File: config.mk
export PLATFORM = sky130hd
export DESIGN_NAME = tile_grid_edge_segment_merger_flat
export DESIGN_NICKNAME = d
export VERILOG_FILES = /design/src/rtl/tgesm_pkg.sv /design/src/rtl/tgesm_cell_if.sv /design/src/rtl/tgesm_seg_if.sv /design/src/rtl/tile_grid_edge_segment_merger.sv /design/src/rtl/tgesm_front.sv /design/src/rtl/tgesm_queue.sv /design/src/rtl/tgesm_back.sv /design/src/flat_wrapper.sv
export SDC_FILE = /design/constraint.sdc
export NUM_CORES = 2
export LEC_CHECK = 0
export BUFFER_PORTS_ARGS = -buffer_cell sky130_fd_sc_hd__buf_4
export CORE_MARGIN = 3
export CORE_UTILIZATION = 46
export DETAILED_ROUTE_END_ITERATION = 10
export GPL_TIMING_DRIVEN = 1
export PLACE_DENSITY_LB_ADDON = 0.15
export SLEW_MARGIN = 20
export SYNTH_ARGS = -nofsm -noshare
export SYNTH_HDL_FRONTEND = slang
export SYNTH_SLANG_ARGS = --single-unit
File: constraint.sdc
create_clock -name clk -period 10.05 [get_ports clk]
set_input_delay 1.005 -clock clk [delete_from_list [all_inputs] [get_ports clk]]
set_output_delay 1.005 -clock clk [all_outputs]
set_load 0.03 [all_outputs]
File: src/rtl/tgesm_pkg.sv
// shared types and constants for the tile grid edge segment merger
// no dependencies; imported by tgesm_seg_if and every rtl module
package tgesm_pkg;

  // fixed field widths
  localparam int SEG_W   = 14;
  localparam int ID_W    = 15;
  localparam int COORD_W = 12;
  localparam int CFG_W   = 7;
  localparam int CFG_IDX_W = 1;
  localparam int SIDE_W  = 2;
  localparam int NUM_SIDES = 4;

  // parameter defaults for the top level
  localparam int MAX_COLUMNS_DEF   = 64;
  localparam int MAX_ROWS_DEF      = 64;
  localparam int TILE_PIXELS_W_DEF = 32;
  localparam int TILE_PIXELS_H_DEF = 32;

  // register reset values
  localparam logic [CFG_W-1:0] GRID_WIDTH_RST  = 7'd64;
  localparam logic [CFG_W-1:0] GRID_HEIGHT_RST = 7'd64;

  // configuration register indexes
  localparam logic [CFG_IDX_W-1:0] CFG_GRID_WIDTH  = 1'b0;
  localparam logic [CFG_IDX_W-1:0] CFG_GRID_HEIGHT = 1'b1;

  // edge side codes, also the bit positions in the side masks
  localparam logic [SIDE_W-1:0] SIDE_LEFT   = 2'd0;
  localparam logic [SIDE_W-1:0] SIDE_RIGHT  = 2'd1;
  localparam logic [SIDE_W-1:0] SIDE_TOP    = 2'd2;
  localparam logic [SIDE_W-1:0] SIDE_BOTTOM = 2'd3;

  // queue between classifier and emitter
  localparam int QUEUE_DEPTH = 2;
  localparam int QPTR_W = $clog2(QUEUE_DEPTH);
  localparam int QCNT_W = $clog2(QUEUE_DEPTH + 1);

  // one classified obstacle cell
  typedef struct packed {
    logic [NUM_SIDES-1:0]            side_mask;
    logic [NUM_SIDES-1:0]            new_mask;
    logic [NUM_SIDES-1:0][SEG_W-1:0] seg;
    logic [COORD_W-1:0]              tx;
    logic [COORD_W-1:0]              ty;
  } cell_rec_t;

  typedef struct packed {
    logic      valid;
    cell_rec_t rec;
  } queue_wr_t;

  typedef struct packed {
    logic      valid;
    cell_rec_t rec;
  } queue_rd_t;

endpackage

File: src/rtl/tgesm_cell_if.sv
// input channel: one grid cell with its neighbor obstacle flags
// depends on tgesm_pkg only by convention; payload is single bits
interface tgesm_cell_if;
  logic valid;
  logic ready;
  logic cell_obstacle;
  logic left_obstacle;
  logic right_obstacle;
  logic up_obstacle;
  logic down_obstacle;

  modport source (
    output valid, cell_obstacle, left_obstacle, right_obstacle, up_obstacle, down_obstacle,
    input  ready
  );
  modport sink (
    input  valid, cell_obstacle, left_obstacle, right_obstacle, up_obstacle, down_obstacle,
    output ready
  );
endinterface

File: src/rtl/tgesm_seg_if.sv
// result channel: one segment creation or extension
// field widths come from tgesm_pkg
interface tgesm_seg_if;
  import tgesm_pkg::*;
  logic               valid;
  logic               ready;
  logic [SEG_W-1:0]   seg_index;
  logic               is_new;
  logic [SIDE_W-1:0]  edge_side;
  logic [COORD_W-1:0] x_start;
  logic [COORD_W-1:0] y_start;
  logic [COORD_W-1:0] x_end;
  logic [COORD_W-1:0] y_end;
  logic               last_of_cell;

  modport source (
    output valid, seg_index, is_new, edge_side, x_start, y_start, x_end, y_end, last_of_cell,
    input  ready
  );
  modport sink (
    input  valid, seg_index, is_new, edge_side, x_start, y_start, x_end, y_end, last_of_cell,
    output ready
  );
endinterface

File: src/rtl/tile_grid_edge_segment_merger.sv
// top level of the tile grid edge segment merger: classifier, queue, emitter
// uses tgesm_pkg, tgesm_cell_if, tgesm_seg_if, tgesm_front, tgesm_queue, tgesm_back
//
//   channel   dir   handshake            payload
//   in_cell   in    valid/ready          cell and four neighbor obstacle flags
//   out_seg   out   valid/ready          seg_index, is_new, edge_side, start, end, last
//   cfg       in    cfg_we (no stall)    cfg_idx selects grid_width or grid_height
//
// a cell is classified in the cycle it is accepted; one cell can enter every cycle
// while the two-entry queue has room
// results leave one per cycle while out_seg is ready, so a cell with k exposed sides
// gives k results on the result port, one per exposed side
// reset is synchronous; the column store is not cleared and needs no reset pass
// a stalled result waits in the output register; cells keep entering until the
// queue holds two records
module tile_grid_edge_segment_merger #(
  parameter int MAX_COLUMNS   = tgesm_pkg::MAX_COLUMNS_DEF,
  parameter int MAX_ROWS      = tgesm_pkg::MAX_ROWS_DEF,
  parameter int TILE_PIXELS_W = tgesm_pkg::TILE_PIXELS_W_DEF,
  parameter int TILE_PIXELS_H = tgesm_pkg::TILE_PIXELS_H_DEF
) (
  input  logic                            clk,
  input  logic                            rst_n,
  input  logic                            cfg_we,
  input  logic [tgesm_pkg::CFG_IDX_W-1:0] cfg_idx,
  input  logic [tgesm_pkg::CFG_W-1:0]     cfg_wdata,
  tgesm_cell_if.sink                      in_cell,
  tgesm_seg_if.source                     out_seg
);
  import tgesm_pkg::*;

  queue_wr_t q_wr;
  queue_rd_t q_rd;
  logic      q_full;
  logic      q_pop;

  tgesm_front #(
    .MAX_COLUMNS   (MAX_COLUMNS),
    .MAX_ROWS      (MAX_ROWS),
    .TILE_PIXELS_W (TILE_PIXELS_W),
    .TILE_PIXELS_H (TILE_PIXELS_H)
  ) u_front (
    .clk       (clk),
    .rst_n     (rst_n),
    .cfg_we    (cfg_we),
    .cfg_idx   (cfg_idx),
    .cfg_wdata (cfg_wdata),
    .in_cell   (in_cell),
    .q_full    (q_full),
    .q_wr      (q_wr)
  );

  tgesm_queue u_queue (
    .clk    (clk),
    .rst_n  (rst_n),
    .q_wr   (q_wr),
    .q_full (q_full),
    .q_pop  (q_pop),
    .q_rd   (q_rd)
  );

  tgesm_back #(
    .TILE_PIXELS_W (TILE_PIXELS_W),
    .TILE_PIXELS_H (TILE_PIXELS_H)
  ) u_back (
    .clk     (clk),
    .rst_n   (rst_n),
    .q_rd    (q_rd),
    .q_pop   (q_pop),
    .out_seg (out_seg)
  );

  // a classified record is never dropped at the queue
  a_push_room: assert property (@(posedge clk) disable iff (!rst_n)
    q_wr.valid |-> !q_full)
    else $error("record pushed into a full queue");

  // records only leave when present
  a_pop_head: assert property (@(posedge clk) disable iff (!rst_n)
    q_pop |-> q_rd.valid)
    else $error("queue popped while empty");

  // retiring a record always shows its last result next
  a_pop_last: assert property (@(posedge clk) disable iff (!rst_n)
    (rst_n && q_pop) |=> (out_seg.valid && out_seg.last_of_cell))
    else $error("record retired without a last result");

  // every queued record has at least one side to emit
  a_head_sides: assert property (@(posedge clk) disable iff (!rst_n)
    q_rd.valid |-> (q_rd.rec.side_mask != '0))
    else $error("queued record has no exposed side");

endmodule

File: src/rtl/tgesm_front.sv
// classifier: config registers, scan position, segment counter and column store
// uses tgesm_pkg and tgesm_cell_if; pushes one record per obstacle cell with exposed sides
module tgesm_front #(
  parameter int MAX_COLUMNS   = tgesm_pkg::MAX_COLUMNS_DEF,
  parameter int MAX_ROWS      = tgesm_pkg::MAX_ROWS_DEF,
  parameter int TILE_PIXELS_W = tgesm_pkg::TILE_PIXELS_W_DEF,
  parameter int TILE_PIXELS_H = tgesm_pkg::TILE_PIXELS_H_DEF
) (
  input  logic                           clk,
  input  logic                           rst_n,
  input  logic                           cfg_we,
  input  logic [tgesm_pkg::CFG_IDX_W-1:0] cfg_idx,
  input  logic [tgesm_pkg::CFG_W-1:0]    cfg_wdata,
  tgesm_cell_if.sink                     in_cell,
  input  logic                           q_full,
  output tgesm_pkg::queue_wr_t           q_wr
);
  import tgesm_pkg::*;

  localparam int CW  = $clog2(MAX_COLUMNS);
  localparam int RW  = $clog2(MAX_ROWS);
  localparam int CXW = (CW + 1 > CFG_W) ? CW + 1 : CFG_W;
  localparam int RXW = (RW + 1 > CFG_W) ? RW + 1 : CFG_W;

  logic [CFG_W-1:0] grid_width_r, grid_height_r;
  logic [CW-1:0]    col_r, col_nxt;
  logic [RW-1:0]    row_r, row_nxt;
  logic [ID_W-1:0]  seg_cnt_r, seg_cnt_nxt;
  logic [ID_W-1:0]  above_left_id_r, above_right_id_r;

  // column store: top id in the upper half, bottom id in the lower half
  logic [2*ID_W-1:0] col_mem [MAX_ROWS];
  logic [2*ID_W-1:0] rd_word_r;
  logic [2*ID_W-1:0] wr_word;

  logic acc;
  logic [CXW-1:0] w_cfg_x, w_eff, col_inc;
  logic [RXW-1:0] h_cfg_x, h_eff, row_inc;
  logic row_wrap, grid_end;

  logic [NUM_SIDES-1:0]            exposed, is_new;
  logic [NUM_SIDES-1:0][ID_W-1:0]  nb_id, new_id;
  logic [NUM_SIDES-1:0][SEG_W-1:0] seg;
  logic [ID_W-1:0]                 run;
  logic [31:0] tx_full, ty_full;

  assign in_cell.ready = !q_full;
  assign acc = in_cell.valid && in_cell.ready;

  // config registers
  always_ff @(posedge clk) begin
    if (!rst_n) begin
      grid_width_r  <= GRID_WIDTH_RST;
      grid_height_r <= GRID_HEIGHT_RST;
    end else if (cfg_we) begin
      unique case (cfg_idx)
        CFG_GRID_WIDTH:  grid_width_r  <= cfg_wdata;
        CFG_GRID_HEIGHT: grid_height_r <= cfg_wdata;
        default: ;
      endcase
    end
  end

  // effective grid size: zero means one, clamp at MAX_COLUMNS and MAX_ROWS
  assign w_cfg_x = CXW'(grid_width_r);
  assign h_cfg_x = RXW'(grid_height_r);
  assign w_eff = (w_cfg_x == '0) ? CXW'(1) :
                 (w_cfg_x > CXW'(MAX_COLUMNS)) ? CXW'(MAX_COLUMNS) : w_cfg_x;
  assign h_eff = (h_cfg_x == '0) ? RXW'(1) :
                 (h_cfg_x > RXW'(MAX_ROWS)) ? RXW'(MAX_ROWS) : h_cfg_x;

  assign col_inc  = CXW'(col_r) + CXW'(1);
  assign row_inc  = RXW'(row_r) + RXW'(1);
  assign row_wrap = (row_inc >= h_eff);
  assign grid_end = row_wrap && (col_inc >= w_eff);

  always_comb begin
    row_nxt = row_r;
    col_nxt = col_r;
    if (acc) begin
      if (row_wrap) begin
        row_nxt = '0;
        col_nxt = (col_inc >= w_eff) ? '0 : col_inc[CW-1:0];
      end else begin
        row_nxt = row_inc[RW-1:0];
      end
    end
  end

  // neighbor ids; first row and first column see nothing
  assign nb_id[SIDE_LEFT]   = (row_r == '0) ? '0 : above_left_id_r;
  assign nb_id[SIDE_RIGHT]  = (row_r == '0) ? '0 : above_right_id_r;
  assign nb_id[SIDE_TOP]    = (col_r == '0) ? '0 : rd_word_r[2*ID_W-1:ID_W];
  assign nb_id[SIDE_BOTTOM] = (col_r == '0) ? '0 : rd_word_r[ID_W-1:0];

  assign exposed[SIDE_LEFT]   = in_cell.cell_obstacle && !in_cell.left_obstacle;
  assign exposed[SIDE_RIGHT]  = in_cell.cell_obstacle && !in_cell.right_obstacle;
  assign exposed[SIDE_TOP]    = in_cell.cell_obstacle && !in_cell.up_obstacle;
  assign exposed[SIDE_BOTTOM] = in_cell.cell_obstacle && !in_cell.down_obstacle;

  // new segments take consecutive numbers in side order
  always_comb begin
    run = seg_cnt_r;
    for (int i = 0; i < NUM_SIDES; i++) begin
      is_new[i] = exposed[i] && (nb_id[i] == '0);
      if (is_new[i]) begin
        seg[i] = run[SEG_W-1:0];
        run    = run + ID_W'(1);
      end else begin
        seg[i] = SEG_W'(nb_id[i] - ID_W'(1));
      end
      new_id[i] = exposed[i] ? (ID_W'(seg[i]) + ID_W'(1)) : '0;
    end
  end

  assign seg_cnt_nxt = grid_end ? '0 : run;

  assign tx_full = 32'(col_r) * 32'(TILE_PIXELS_W);
  assign ty_full = 32'(row_r) * 32'(TILE_PIXELS_H);

  always_ff @(posedge clk) begin
    if (!rst_n) begin
      col_r            <= '0;
      row_r            <= '0;
      seg_cnt_r        <= '0;
      above_left_id_r  <= '0;
      above_right_id_r <= '0;
    end else if (acc) begin
      col_r            <= col_nxt;
      row_r            <= row_nxt;
      seg_cnt_r        <= seg_cnt_nxt;
      above_left_id_r  <= new_id[SIDE_LEFT];
      above_right_id_r <= new_id[SIDE_RIGHT];
    end
  end

  assign wr_word = {new_id[SIDE_TOP], new_id[SIDE_BOTTOM]};

  // read ahead for the next cell's row, forwarding a same-slot write
  always_ff @(posedge clk) begin
    if (acc) begin
      col_mem[row_r] <= wr_word;
    end
    if (acc && (row_nxt == row_r)) begin
      rd_word_r <= wr_word;
    end else begin
      rd_word_r <= col_mem[row_nxt];
    end
  end

  always_comb begin
    q_wr.valid         = acc && (exposed != '0);
    q_wr.rec.side_mask = exposed;
    q_wr.rec.new_mask  = is_new;
    q_wr.rec.seg       = seg;
    q_wr.rec.tx        = tx_full[COORD_W-1:0];
    q_wr.rec.ty        = ty_full[COORD_W-1:0];
  end

endmodule

File: src/rtl/tgesm_queue.sv
// short queue of classified cell records between classifier and emitter
// uses tgesm_pkg for the record type and depth
module tgesm_queue (
  input  logic                 clk,
  input  logic                 rst_n,
  input  tgesm_pkg::queue_wr_t q_wr,
  output logic                 q_full,
  input  logic                 q_pop,
  output tgesm_pkg::queue_rd_t q_rd
);
  import tgesm_pkg::*;

  cell_rec_t         slot_r [QUEUE_DEPTH];
  logic [QPTR_W-1:0] wr_ptr_r, rd_ptr_r;
  logic [QCNT_W-1:0] count_r;
  logic              push, pop;

  assign q_full = (count_r == QCNT_W'(QUEUE_DEPTH));
  assign push   = q_wr.valid && !q_full;
  assign pop    = q_pop && (count_r != '0);

  assign q_rd.valid = (count_r != '0);
  assign q_rd.rec   = slot_r[rd_ptr_r];

  always_ff @(posedge clk) begin
    if (push) begin
      slot_r[wr_ptr_r] <= q_wr.rec;
    end
  end

  always_ff @(posedge clk) begin
    if (!rst_n) begin
      wr_ptr_r <= '0;
      rd_ptr_r <= '0;
      count_r  <= '0;
    end else begin
      if (push) begin
        wr_ptr_r <= (wr_ptr_r == QPTR_W'(QUEUE_DEPTH - 1)) ? '0 : wr_ptr_r + QPTR_W'(1);
      end
      if (pop) begin
        rd_ptr_r <= (rd_ptr_r == QPTR_W'(QUEUE_DEPTH - 1)) ? '0 : rd_ptr_r + QPTR_W'(1);
      end
      if (push && !pop) begin
        count_r <= count_r + QCNT_W'(1);
      end else if (pop && !push) begin
        count_r <= count_r - QCNT_W'(1);
      end
    end
  end

endmodule

File: src/rtl/tgesm_back.sv
// emitter: walks the exposed sides of the head record, one result per cycle while out_seg is not stalled
// uses tgesm_pkg and tgesm_seg_if; output register decouples the result channel
module tgesm_back #(
  parameter int TILE_PIXELS_W = tgesm_pkg::TILE_PIXELS_W_DEF,
  parameter int TILE_PIXELS_H = tgesm_pkg::TILE_PIXELS_H_DEF
) (
  input  logic                 clk,
  input  logic                 rst_n,
  input  tgesm_pkg::queue_rd_t q_rd,
  output logic                 q_pop,
  tgesm_seg_if.source          out_seg
);
  import tgesm_pkg::*;

  logic [NUM_SIDES-1:0] done_r, pend, rest, sel;
  logic [SIDE_W-1:0]    side;
  logic                 last, load, cur_new;
  logic [COORD_W-1:0]   tw, th, x_right, y_low;
  logic [COORD_W-1:0]   xs, ys, xe, ye;

  logic               out_valid_r;
  logic [SEG_W-1:0]   seg_index_r;
  logic               is_new_r;
  logic [SIDE_W-1:0]  edge_side_r;
  logic [COORD_W-1:0] x_start_r, y_start_r, x_end_r, y_end_r;
  logic               last_of_cell_r;

  assign pend = q_rd.rec.side_mask & ~done_r;

  always_comb begin
    if (pend[SIDE_LEFT]) begin
      side = SIDE_LEFT;
    end else if (pend[SIDE_RIGHT]) begin
      side = SIDE_RIGHT;
    end else if (pend[SIDE_TOP]) begin
      side = SIDE_TOP;
    end else begin
      side = SIDE_BOTTOM;
    end
  end

  assign sel  = NUM_SIDES'(1) << side;
  assign rest = pend & ~sel;
  assign last = (rest == '0);
  assign load = q_rd.valid && (!out_valid_r || out_seg.ready);
  assign q_pop = load && last;
  assign cur_new = q_rd.rec.new_mask[side];

  assign tw      = COORD_W'(TILE_PIXELS_W);
  assign th      = COORD_W'(TILE_PIXELS_H);
  assign x_right = q_rd.rec.tx + tw;
  assign y_low   = q_rd.rec.ty + th;

  always_comb begin
    xs = q_rd.rec.tx;
    ys = q_rd.rec.ty;
    xe = x_right;
    ye = y_low;
    unique case (side)
      SIDE_LEFT: begin
        xe = q_rd.rec.tx;
      end
      SIDE_RIGHT: begin
        xs = x_right;
      end
      SIDE_TOP: begin
        ye = q_rd.rec.ty;
      end
      SIDE_BOTTOM: begin
        ys = y_low;
      end
      default: ;
    endcase
    // start point only means something on a new segment
    if (!cur_new) begin
      xs = '0;
      ys = '0;
    end
  end

  always_ff @(posedge clk) begin
    if (!rst_n) begin
      done_r      <= '0;
      out_valid_r <= 1'b0;
    end else begin
      if (load) begin
        done_r      <= last ? '0 : (done_r | sel);
        out_valid_r <= 1'b1;
      end else if (out_seg.ready) begin
        out_valid_r <= 1'b0;
      end
    end
  end

  always_ff @(posedge clk) begin
    if (load) begin
      seg_index_r    <= q_rd.rec.seg[side];
      is_new_r       <= cur_new;
      edge_side_r    <= side;
      x_start_r      <= xs;
      y_start_r      <= ys;
      x_end_r        <= xe;
      y_end_r        <= ye;
      last_of_cell_r <= last;
    end
  end

  assign out_seg.valid        = out_valid_r;
  assign out_seg.seg_index    = seg_index_r;
  assign out_seg.is_new       = is_new_r;
  assign out_seg.edge_side    = edge_side_r;
  assign out_seg.x_start      = x_start_r;
  assign out_seg.y_start      = y_start_r;
  assign out_seg.x_end        = x_end_r;
  assign out_seg.y_end        = y_end_r;
  assign out_seg.last_of_cell = last_of_cell_r;

endmodule
File: src/flat_wrapper.sv
// flat-port wrapper written by rule: the top's interface ports become plain ports
module tile_grid_edge_segment_merger_flat import tgesm_pkg::*;
#(
  parameter int MAX_COLUMNS   = tgesm_pkg::MAX_COLUMNS_DEF,
  parameter int MAX_ROWS      = tgesm_pkg::MAX_ROWS_DEF,
  parameter int TILE_PIXELS_W = tgesm_pkg::TILE_PIXELS_W_DEF,
  parameter int TILE_PIXELS_H = tgesm_pkg::TILE_PIXELS_H_DEF
)
  (clk, rst_n, cfg_we, cfg_idx, cfg_wdata, in_cell_valid, in_cell_cell_obstacle, in_cell_left_obstacle, in_cell_right_obstacle, in_cell_up_obstacle, in_cell_down_obstacle, in_cell_ready, out_seg_valid, out_seg_seg_index, out_seg_is_new, out_seg_edge_side, out_seg_x_start, out_seg_y_start, out_seg_x_end, out_seg_y_end, out_seg_last_of_cell, out_seg_ready);
  tgesm_cell_if in_cell_i ();
  tgesm_seg_if out_seg_i ();
  input  logic clk;
  input  logic rst_n;
  input  logic cfg_we;
  input  logic [tgesm_pkg::CFG_IDX_W-1:0] cfg_idx;
  input  logic [tgesm_pkg::CFG_W-1:0] cfg_wdata;
  input wire logic [$bits(in_cell_i.valid)-1:0] in_cell_valid;
  input wire logic [$bits(in_cell_i.cell_obstacle)-1:0] in_cell_cell_obstacle;
  input wire logic [$bits(in_cell_i.left_obstacle)-1:0] in_cell_left_obstacle;
  input wire logic [$bits(in_cell_i.right_obstacle)-1:0] in_cell_right_obstacle;
  input wire logic [$bits(in_cell_i.up_obstacle)-1:0] in_cell_up_obstacle;
  input wire logic [$bits(in_cell_i.down_obstacle)-1:0] in_cell_down_obstacle;
  output wire logic [$bits(in_cell_i.ready)-1:0] in_cell_ready;
  output wire logic [$bits(out_seg_i.valid)-1:0] out_seg_valid;
  output wire logic [$bits(out_seg_i.seg_index)-1:0] out_seg_seg_index;
  output wire logic [$bits(out_seg_i.is_new)-1:0] out_seg_is_new;
  output wire logic [$bits(out_seg_i.edge_side)-1:0] out_seg_edge_side;
  output wire logic [$bits(out_seg_i.x_start)-1:0] out_seg_x_start;
  output wire logic [$bits(out_seg_i.y_start)-1:0] out_seg_y_start;
  output wire logic [$bits(out_seg_i.x_end)-1:0] out_seg_x_end;
  output wire logic [$bits(out_seg_i.y_end)-1:0] out_seg_y_end;
  output wire logic [$bits(out_seg_i.last_of_cell)-1:0] out_seg_last_of_cell;
  input wire logic [$bits(out_seg_i.ready)-1:0] out_seg_ready;
  assign in_cell_i.valid = in_cell_valid;
  assign in_cell_i.cell_obstacle = in_cell_cell_obstacle;
  assign in_cell_i.left_obstacle = in_cell_left_obstacle;
  assign in_cell_i.right_obstacle = in_cell_right_obstacle;
  assign in_cell_i.up_obstacle = in_cell_up_obstacle;
  assign in_cell_i.down_obstacle = in_cell_down_obstacle;
  assign in_cell_ready = in_cell_i.ready;
  assign out_seg_valid = out_seg_i.valid;
  assign out_seg_seg_index = out_seg_i.seg_index;
  assign out_seg_is_new = out_seg_i.is_new;
  assign out_seg_edge_side = out_seg_i.edge_side;
  assign out_seg_x_start = out_seg_i.x_start;
  assign out_seg_y_start = out_seg_i.y_start;
  assign out_seg_x_end = out_seg_i.x_end;
  assign out_seg_y_end = out_seg_i.y_end;
  assign out_seg_last_of_cell = out_seg_i.last_of_cell;
  assign out_seg_i.ready = out_seg_ready;
  tile_grid_edge_segment_merger #(.MAX_COLUMNS(MAX_COLUMNS), .MAX_ROWS(MAX_ROWS), .TILE_PIXELS_W(TILE_PIXELS_W), .TILE_PIXELS_H(TILE_PIXELS_H)) u_core (.clk(clk), .rst_n(rst_n), .cfg_we(cfg_we), .cfg_idx(cfg_idx), .cfg_wdata(cfg_wdata), .in_cell(in_cell_i), .out_seg(out_seg_i));
endmodule
# After elaboration in Yosys (flattened, before gate mapping)
# Memories as Yosys holds them, arrays and structs flattened. A register that Yosys moved wholly into a read port is not among the register bits.
# Cells that the tools add are included.
[word_totals] mem_count=2 ff_bits=146 mem_bits_rw=2072
[classes] shift=1 n_reduce_logical=43 add_sub_neg=20 order_cmp=5 n_bitwise=6 n_eq_ne=4 mux=48
[mem_list] name="u_core.u_front.col_mem" words=64 width=30 read_ports=1 rd_ports_with_merged_regs=1 wr=1 line="tgesm_front.sv:32" rtl="logic [2*ID_W-1:0] col_mem [MAX_ROWS];"
[mem_list] name="u_core.u_queue.slot_r" words=2 width=76 read_ports=1 rd_ports_with_merged_regs=1 wr=1 line="tgesm_queue.sv:13" rtl="cell_rec_t slot_r [QUEUE_DEPTH];"
[op_table] operator="15-bit 2-to-1 mux" count=13
[op_table] operator="14-bit 2-to-1 mux" count=5
[op_table] operator="14-bit by 1-bit adder with 15-bit output (second input constant)" count=4
[op_table] operator="15-bit by 1-bit adder with 15-bit output (second input constant)" count=4
[op_table] operator="15-bit logical NOT" count=4
[op_table] operator="14-bit by 1-bit subtractor with 14-bit output (second input constant)" count=4
[op_table] operator="12-bit 2-to-1 mux" count=4
[op_table] operator="14-bit binary-select mux with 2-bit select" count=1
[op_table] operator="7-bit 2-to-1 mux" count=4
[op_table] operator="12-bit by 6-bit adder with 12-bit output (second input constant)" count=2
[op_table] operator="6-bit 2-to-1 mux" count=3
[op_table] operator="1-bit logical AND" count=17
[op_table] operator="6-bit by 1-bit adder with 7-bit output (second input constant)" count=2
[op_table] operator="7-bit >= comparator" count=2
[op_table] operator="7-bit > comparator (second input constant)" count=2
[op_table] operator="7-bit logical NOT" count=2
[op_table] operator="6-bit logical NOT" count=2
[op_table] operator="1-bit 2-to-1 mux" count=12
[op_table] operator="4-bit bitwise AND" count=2
[op_table] operator="1-bit logical NOT" count=8
[op_table] operator="2-bit 2-to-1 mux" count=4
[op_table] operator="4-bit inverter" count=2
[op_table] operator="2-bit equality test (second input constant)" count=3
[op_table] operator="2-bit AND reduction" count=3
[op_table] operator="other kinds (15)" count=18

# Logic depth before layout (Yosys ltp)
[depth] ltp_word=14 depth_mapped=30 ltp_nobuf=21

# By module
# A second synthesis with hierarchy kept.
[unflattened] hier_cells=5008 hier_area_um2=92354.8
[by_module_without_submodules] module="tgesm_front" instances=1 area_each_um2=82321.5 cells_per_inst=4426 seq_area_each_um2=59176.8
[by_module_without_submodules] module="tgesm_queue" instances=1 area_each_um2=6662.6 cells_per_inst=299 seq_area_each_um2=5385.2
[by_module_without_submodules] module="tgesm_back" instances=1 area_each_um2=3370.7 cells_per_inst=283 seq_area_each_um2=2082.0

# Least setup slack after synthesis
# OpenSTA, ideal clock, no wires.
[synth_path] path_kind="flip-flop to flip-flop" startpoint="register u_core.u_front.row_r[0]" endpoint="memory u_core.u_front.col_mem[0][14] (netlist bit), data pin" slack_ns=0.139 t_arrival_ns=9.048 stages_incl_launch_ff=27 path_buffers=7 path_cell_list="dfxtp_1 -> clkbuf_1 -> inv_1 -> ha_1 -> nand2b_1 -> or2_2 -> clkbuf_1 -> clkbuf_1 -> clkbuf_1 -> clkbuf_1 -> nand2_1 -> ha_1 -> and2_1 -> buf_1 -> nand2_1 -> xnor2_1 -> ha_1 -> and3_1 -> clkbuf_1 -> nand4_1 -> or4b_2 -> o211ai_1 -> and3_1 -> nor4b_2 -> xor2_1 -> o21ai_0 -> nor4_1"
[synth_rtl] element="start: declaration" line="tgesm_front.sv:27" rtl="logic [RW-1:0] row_r, row_nxt;"
[synth_rtl] element="start signal: assignment" line="tgesm_front.sv:130" rtl="row_r <= row_nxt;"
[synth_rtl] element="end: declaration" line="tgesm_front.sv:32"

==> reports/results.ini <==
[placed_design]
post-dp-hpwl_um = 147000
gp_congestion = 0.945
numPortBuffers = 65
placed_area_mm2 = 0.0946

[drt]
wl_per_cell_um = 33.9
vias_per_cell = 6.23
first_iter_violations = 5731
ant_nets = 0
vias = 48600
drt-total-wl_um = 264000
drc = 0
drtPass1Iterations = 5

[cts]
htree_num_levels = 4
clkSinkCount = 2204
cts_buffers = 220
clockBufferDepth = 3
path_clk_slew_ns = 0.06
clk-insertion-delay-late_ns = 0.88
cts_setup_buffers = 0
postCtsHoldBufs = 0
cts-resized-gates = 0
cts-root-buf = clkbuf_16
cts_tree = built

[pwr]
vdd_drop_max_mv = 0.195
power_per_cell_area_mw_per_mm2 = 236
p_leak_nw = 32.4

[critical_path]
arrival_ns = 8.66
critPathKind = reg2reg
critPathMaxStageDelay_ns = 0.70
slowest_stage = xnor2_1
startpoint_type = register
crit_fanout = 64
path_cells = or3_1 > buf_4 > or2_2 > nand2_1 > ha_1 > and2_1 > nand2_1 > xnor2_1 > ha_1 > and3_1 > o2111ai_1 > xnor2_1 > nor3_1 > and3_1 > nor4b_2 > xor2_1 > o21ai_0 > nor3_1 > mux2i_4 > buf_4
worstPathRequired_ns = 10.63
cp-end-kind = register

[finish]
layout_commonest_cell = edfxtp_1
mostFrequentLayoutCells = edfxtp_1, mux4_2, nand2_1, clkbuf_16, buf_4
fin_area_mm2 = 0.102
syn_to_final_growth_pct = 13.0
fillers = 15200
nNetsFinal = 5064
drive_gt1_share_pct = 23.8

[grt]
grt_pass1_wl_um = 370000
grt_antenna_before_repair = 5
grtUsageTotal_pct = 26.0
gr-max-usage-layer = met2
use_met2_pct = 40.3
grt_use_met1_pct = 37.4
grtUsageMet3_pct = 4.59
overflow = 0
grt_pass1_vias = 47100
grt_max_degree = 134

[logic_synthesis]
yosysTopAreaCell = edfxtp_1
synth-seq-cells = 2204
seq_area_frac_synth_pct = 72.5
synth_compound_area_share_pct = 3.85
syn_avg_cell_area_um2 = 18.8
synth-xor-area-share_pct = 1.41
synth.area.mux_share_pct = 15.0
synthSimpleGateAreaFrac_pct = 4.78
synth-main-ff-cell = edfxtp_1
synth.top_cell.area_share_pct = 70.6
synth_edf_count = 2118
synth_adder_area_share_pct = 0.511
async_flop_share_pct = 0
ys_top_cells_by_area = edfxtp_1, mux4_2, mux2i_1, dfxtp_1, nor2_1
synth_cell_type_count = 104
synth_top_family_by_area = multiplexers
synth_area_mm2 = 0.0901
ys_warn_count = 0
syn_inst = 4807

[sta]
drv_slew = 0
finalHoldViolCount = 0
period_share_pct = 80.4
finalCriticalPeriod_ns = 8.08
finalSetupTns_ns = 0
clock_skew_ns = 0.0521
worst_pin_slew_ns = 1.17
fmax_ghz = 0.124
setup_violations = 0
rsz0062_at_grt = false
slew_headroom_pct = 20.7

[floorplan]
dieArea_mm2 = 0.201
die_w_um = 449
rows = 161
die_h_um = 449
core_mm2 = 0.194
ios = 86
start_util_pct = 46.6

[status]
outcome = complete, no violations

[job]
maxCapViolCount = 0

[min_path]
hp-class = in2reg

## Yosys cell counts (30+ instances only)
library cell  number
ha_1              36
o21ai_0           77
nand2_1          228
a21oi_1           69
buf_2             47
mux4_2           495
buf_4             60
mux2i_1          202
dfxtp_1           86
clkbuf_1         106
nand3_1           82
xor2_1            57
xnor2_1           88
a22oi_1           61
and2_1            30
edfxtp_1        2118
nor3_1            54
nor2b_1           66
buf_6             35
inv_1             51
nor2_1           246
## through the flow
step	util (%)	hold slack [ns]	setup WS (ns)	std cells	total power [W]
after detailed placement	48.9	0.469	2.17	7394	0.0160
final	52.6	0.427	1.97	7799	0.0241
after global routing	52.6	0.412	1.46	7798	0.0249
after floorplan	-	0.424	0.139	4826	0.0145
after CTS	52.6	0.360	2.14	7795	0.0242
after global placement	48.9	0.455	2.37	7393	0.0160
## area by class of cell
type / count / area, um2 / share of cell area, %
repair buffers: 236 / 1960 / 1.92
inverters: 57 / 224 / 0.220
multi-input cells: 2291 / 23900 / 23.4
flip-flops and latches: 2204 / 65300 / 64.1
well taps: 2608 / 3260 / 3.20
diodes: 2 / 5.00 / 0.00491
clock inverters: 121 / 1310 / 1.29
clock buffers: 280 / 5910 / 5.80
## routing by layer
layer | vias to the layer above | wire [um]
met5 | - | 0
met3 | 364 | 20700
li1 | 19900 | -
met2 | 2188 | 124000
met4 | 0 | 9400
met1 | 26100 | 110000
## power breakdown
group	leakage (nW)	internal [W]	switching (W)
Sequential	20.2	0.0109	0.000177
Clock	3.50	0.00475	0.00347
Combinational	8.66	0.00178	0.00301
Total	32.4	0.0174	0.00666
## registers in the layout (all words and copies together), names as in the netlist, 4 cells and up, named ones only
| signal | count |
|---|---|
| u_core.u_front.row_r | 6 |
| u_core.u_back.out_seg.y_start | 7 |
| u_core.u_back.out_seg.y_end | 7 |
| u_core.u_back.out_seg.x_end | 7 |
| u_core.u_queue.slot_r | 152 |
| u_core.u_front.above_left_id_r | 15 |
| u_core.u_front.col_mem | 1920 |
| u_core.u_front.grid_height_r | 7 |
| u_core.u_front.grid_width_r | 7 |
| u_core.u_front.seg_cnt_r | 14 |
| u_core.u_front.above_right_id_r | 15 |
| u_core.u_back.out_seg.seg_index | 14 |
| u_core.u_back.done_r | 4 |
| u_core.u_back.out_seg.x_start | 7 |
| u_core.u_front.col_r | 6 |
## critical path, delay by kind of cell, from the launching register on
kind / cells / cell delay [ns]
adder cells (fa/ha/maj): 2 / 0.42
XOR/XNOR: 3 / 1.78
flip-flops: 1 / 0.43
multiplexers: 1 / 0.29
buffers and inverters: 2 / 0.71
AND/OR/NAND/NOR: 10 / 3.51
AO/OA/AOI/OAI: 2 / 0.58
## worst paths after layout
kind,slack (ns),to,start,depth (start not counted)
hold reg to reg,0.47,u_core.u_front.above_right_id_r[14],u_core.u_front.above_right_id_r[14],2
setup reg to reg,1.97,u_core.u_front.col_mem[29][13],u_core.u_front.row_r[3],20
setup / recovery,1.97,u_core.u_front.col_mem[29][13],u_core.u_front.row_r[3],20
hold / removal,0.43,u_core.u_front.grid_width_r[6],cfg_wdata[6],3
## kinds of logic after synthesis
family / Yosys count
compound gates: 485
simple gates: 878
xor+xnor: 145
flops: 2204
fa+ha+maj: 37
buf+inv: 331
other cells: 1
mux: 726
Power figures use the tool's default switching activity.
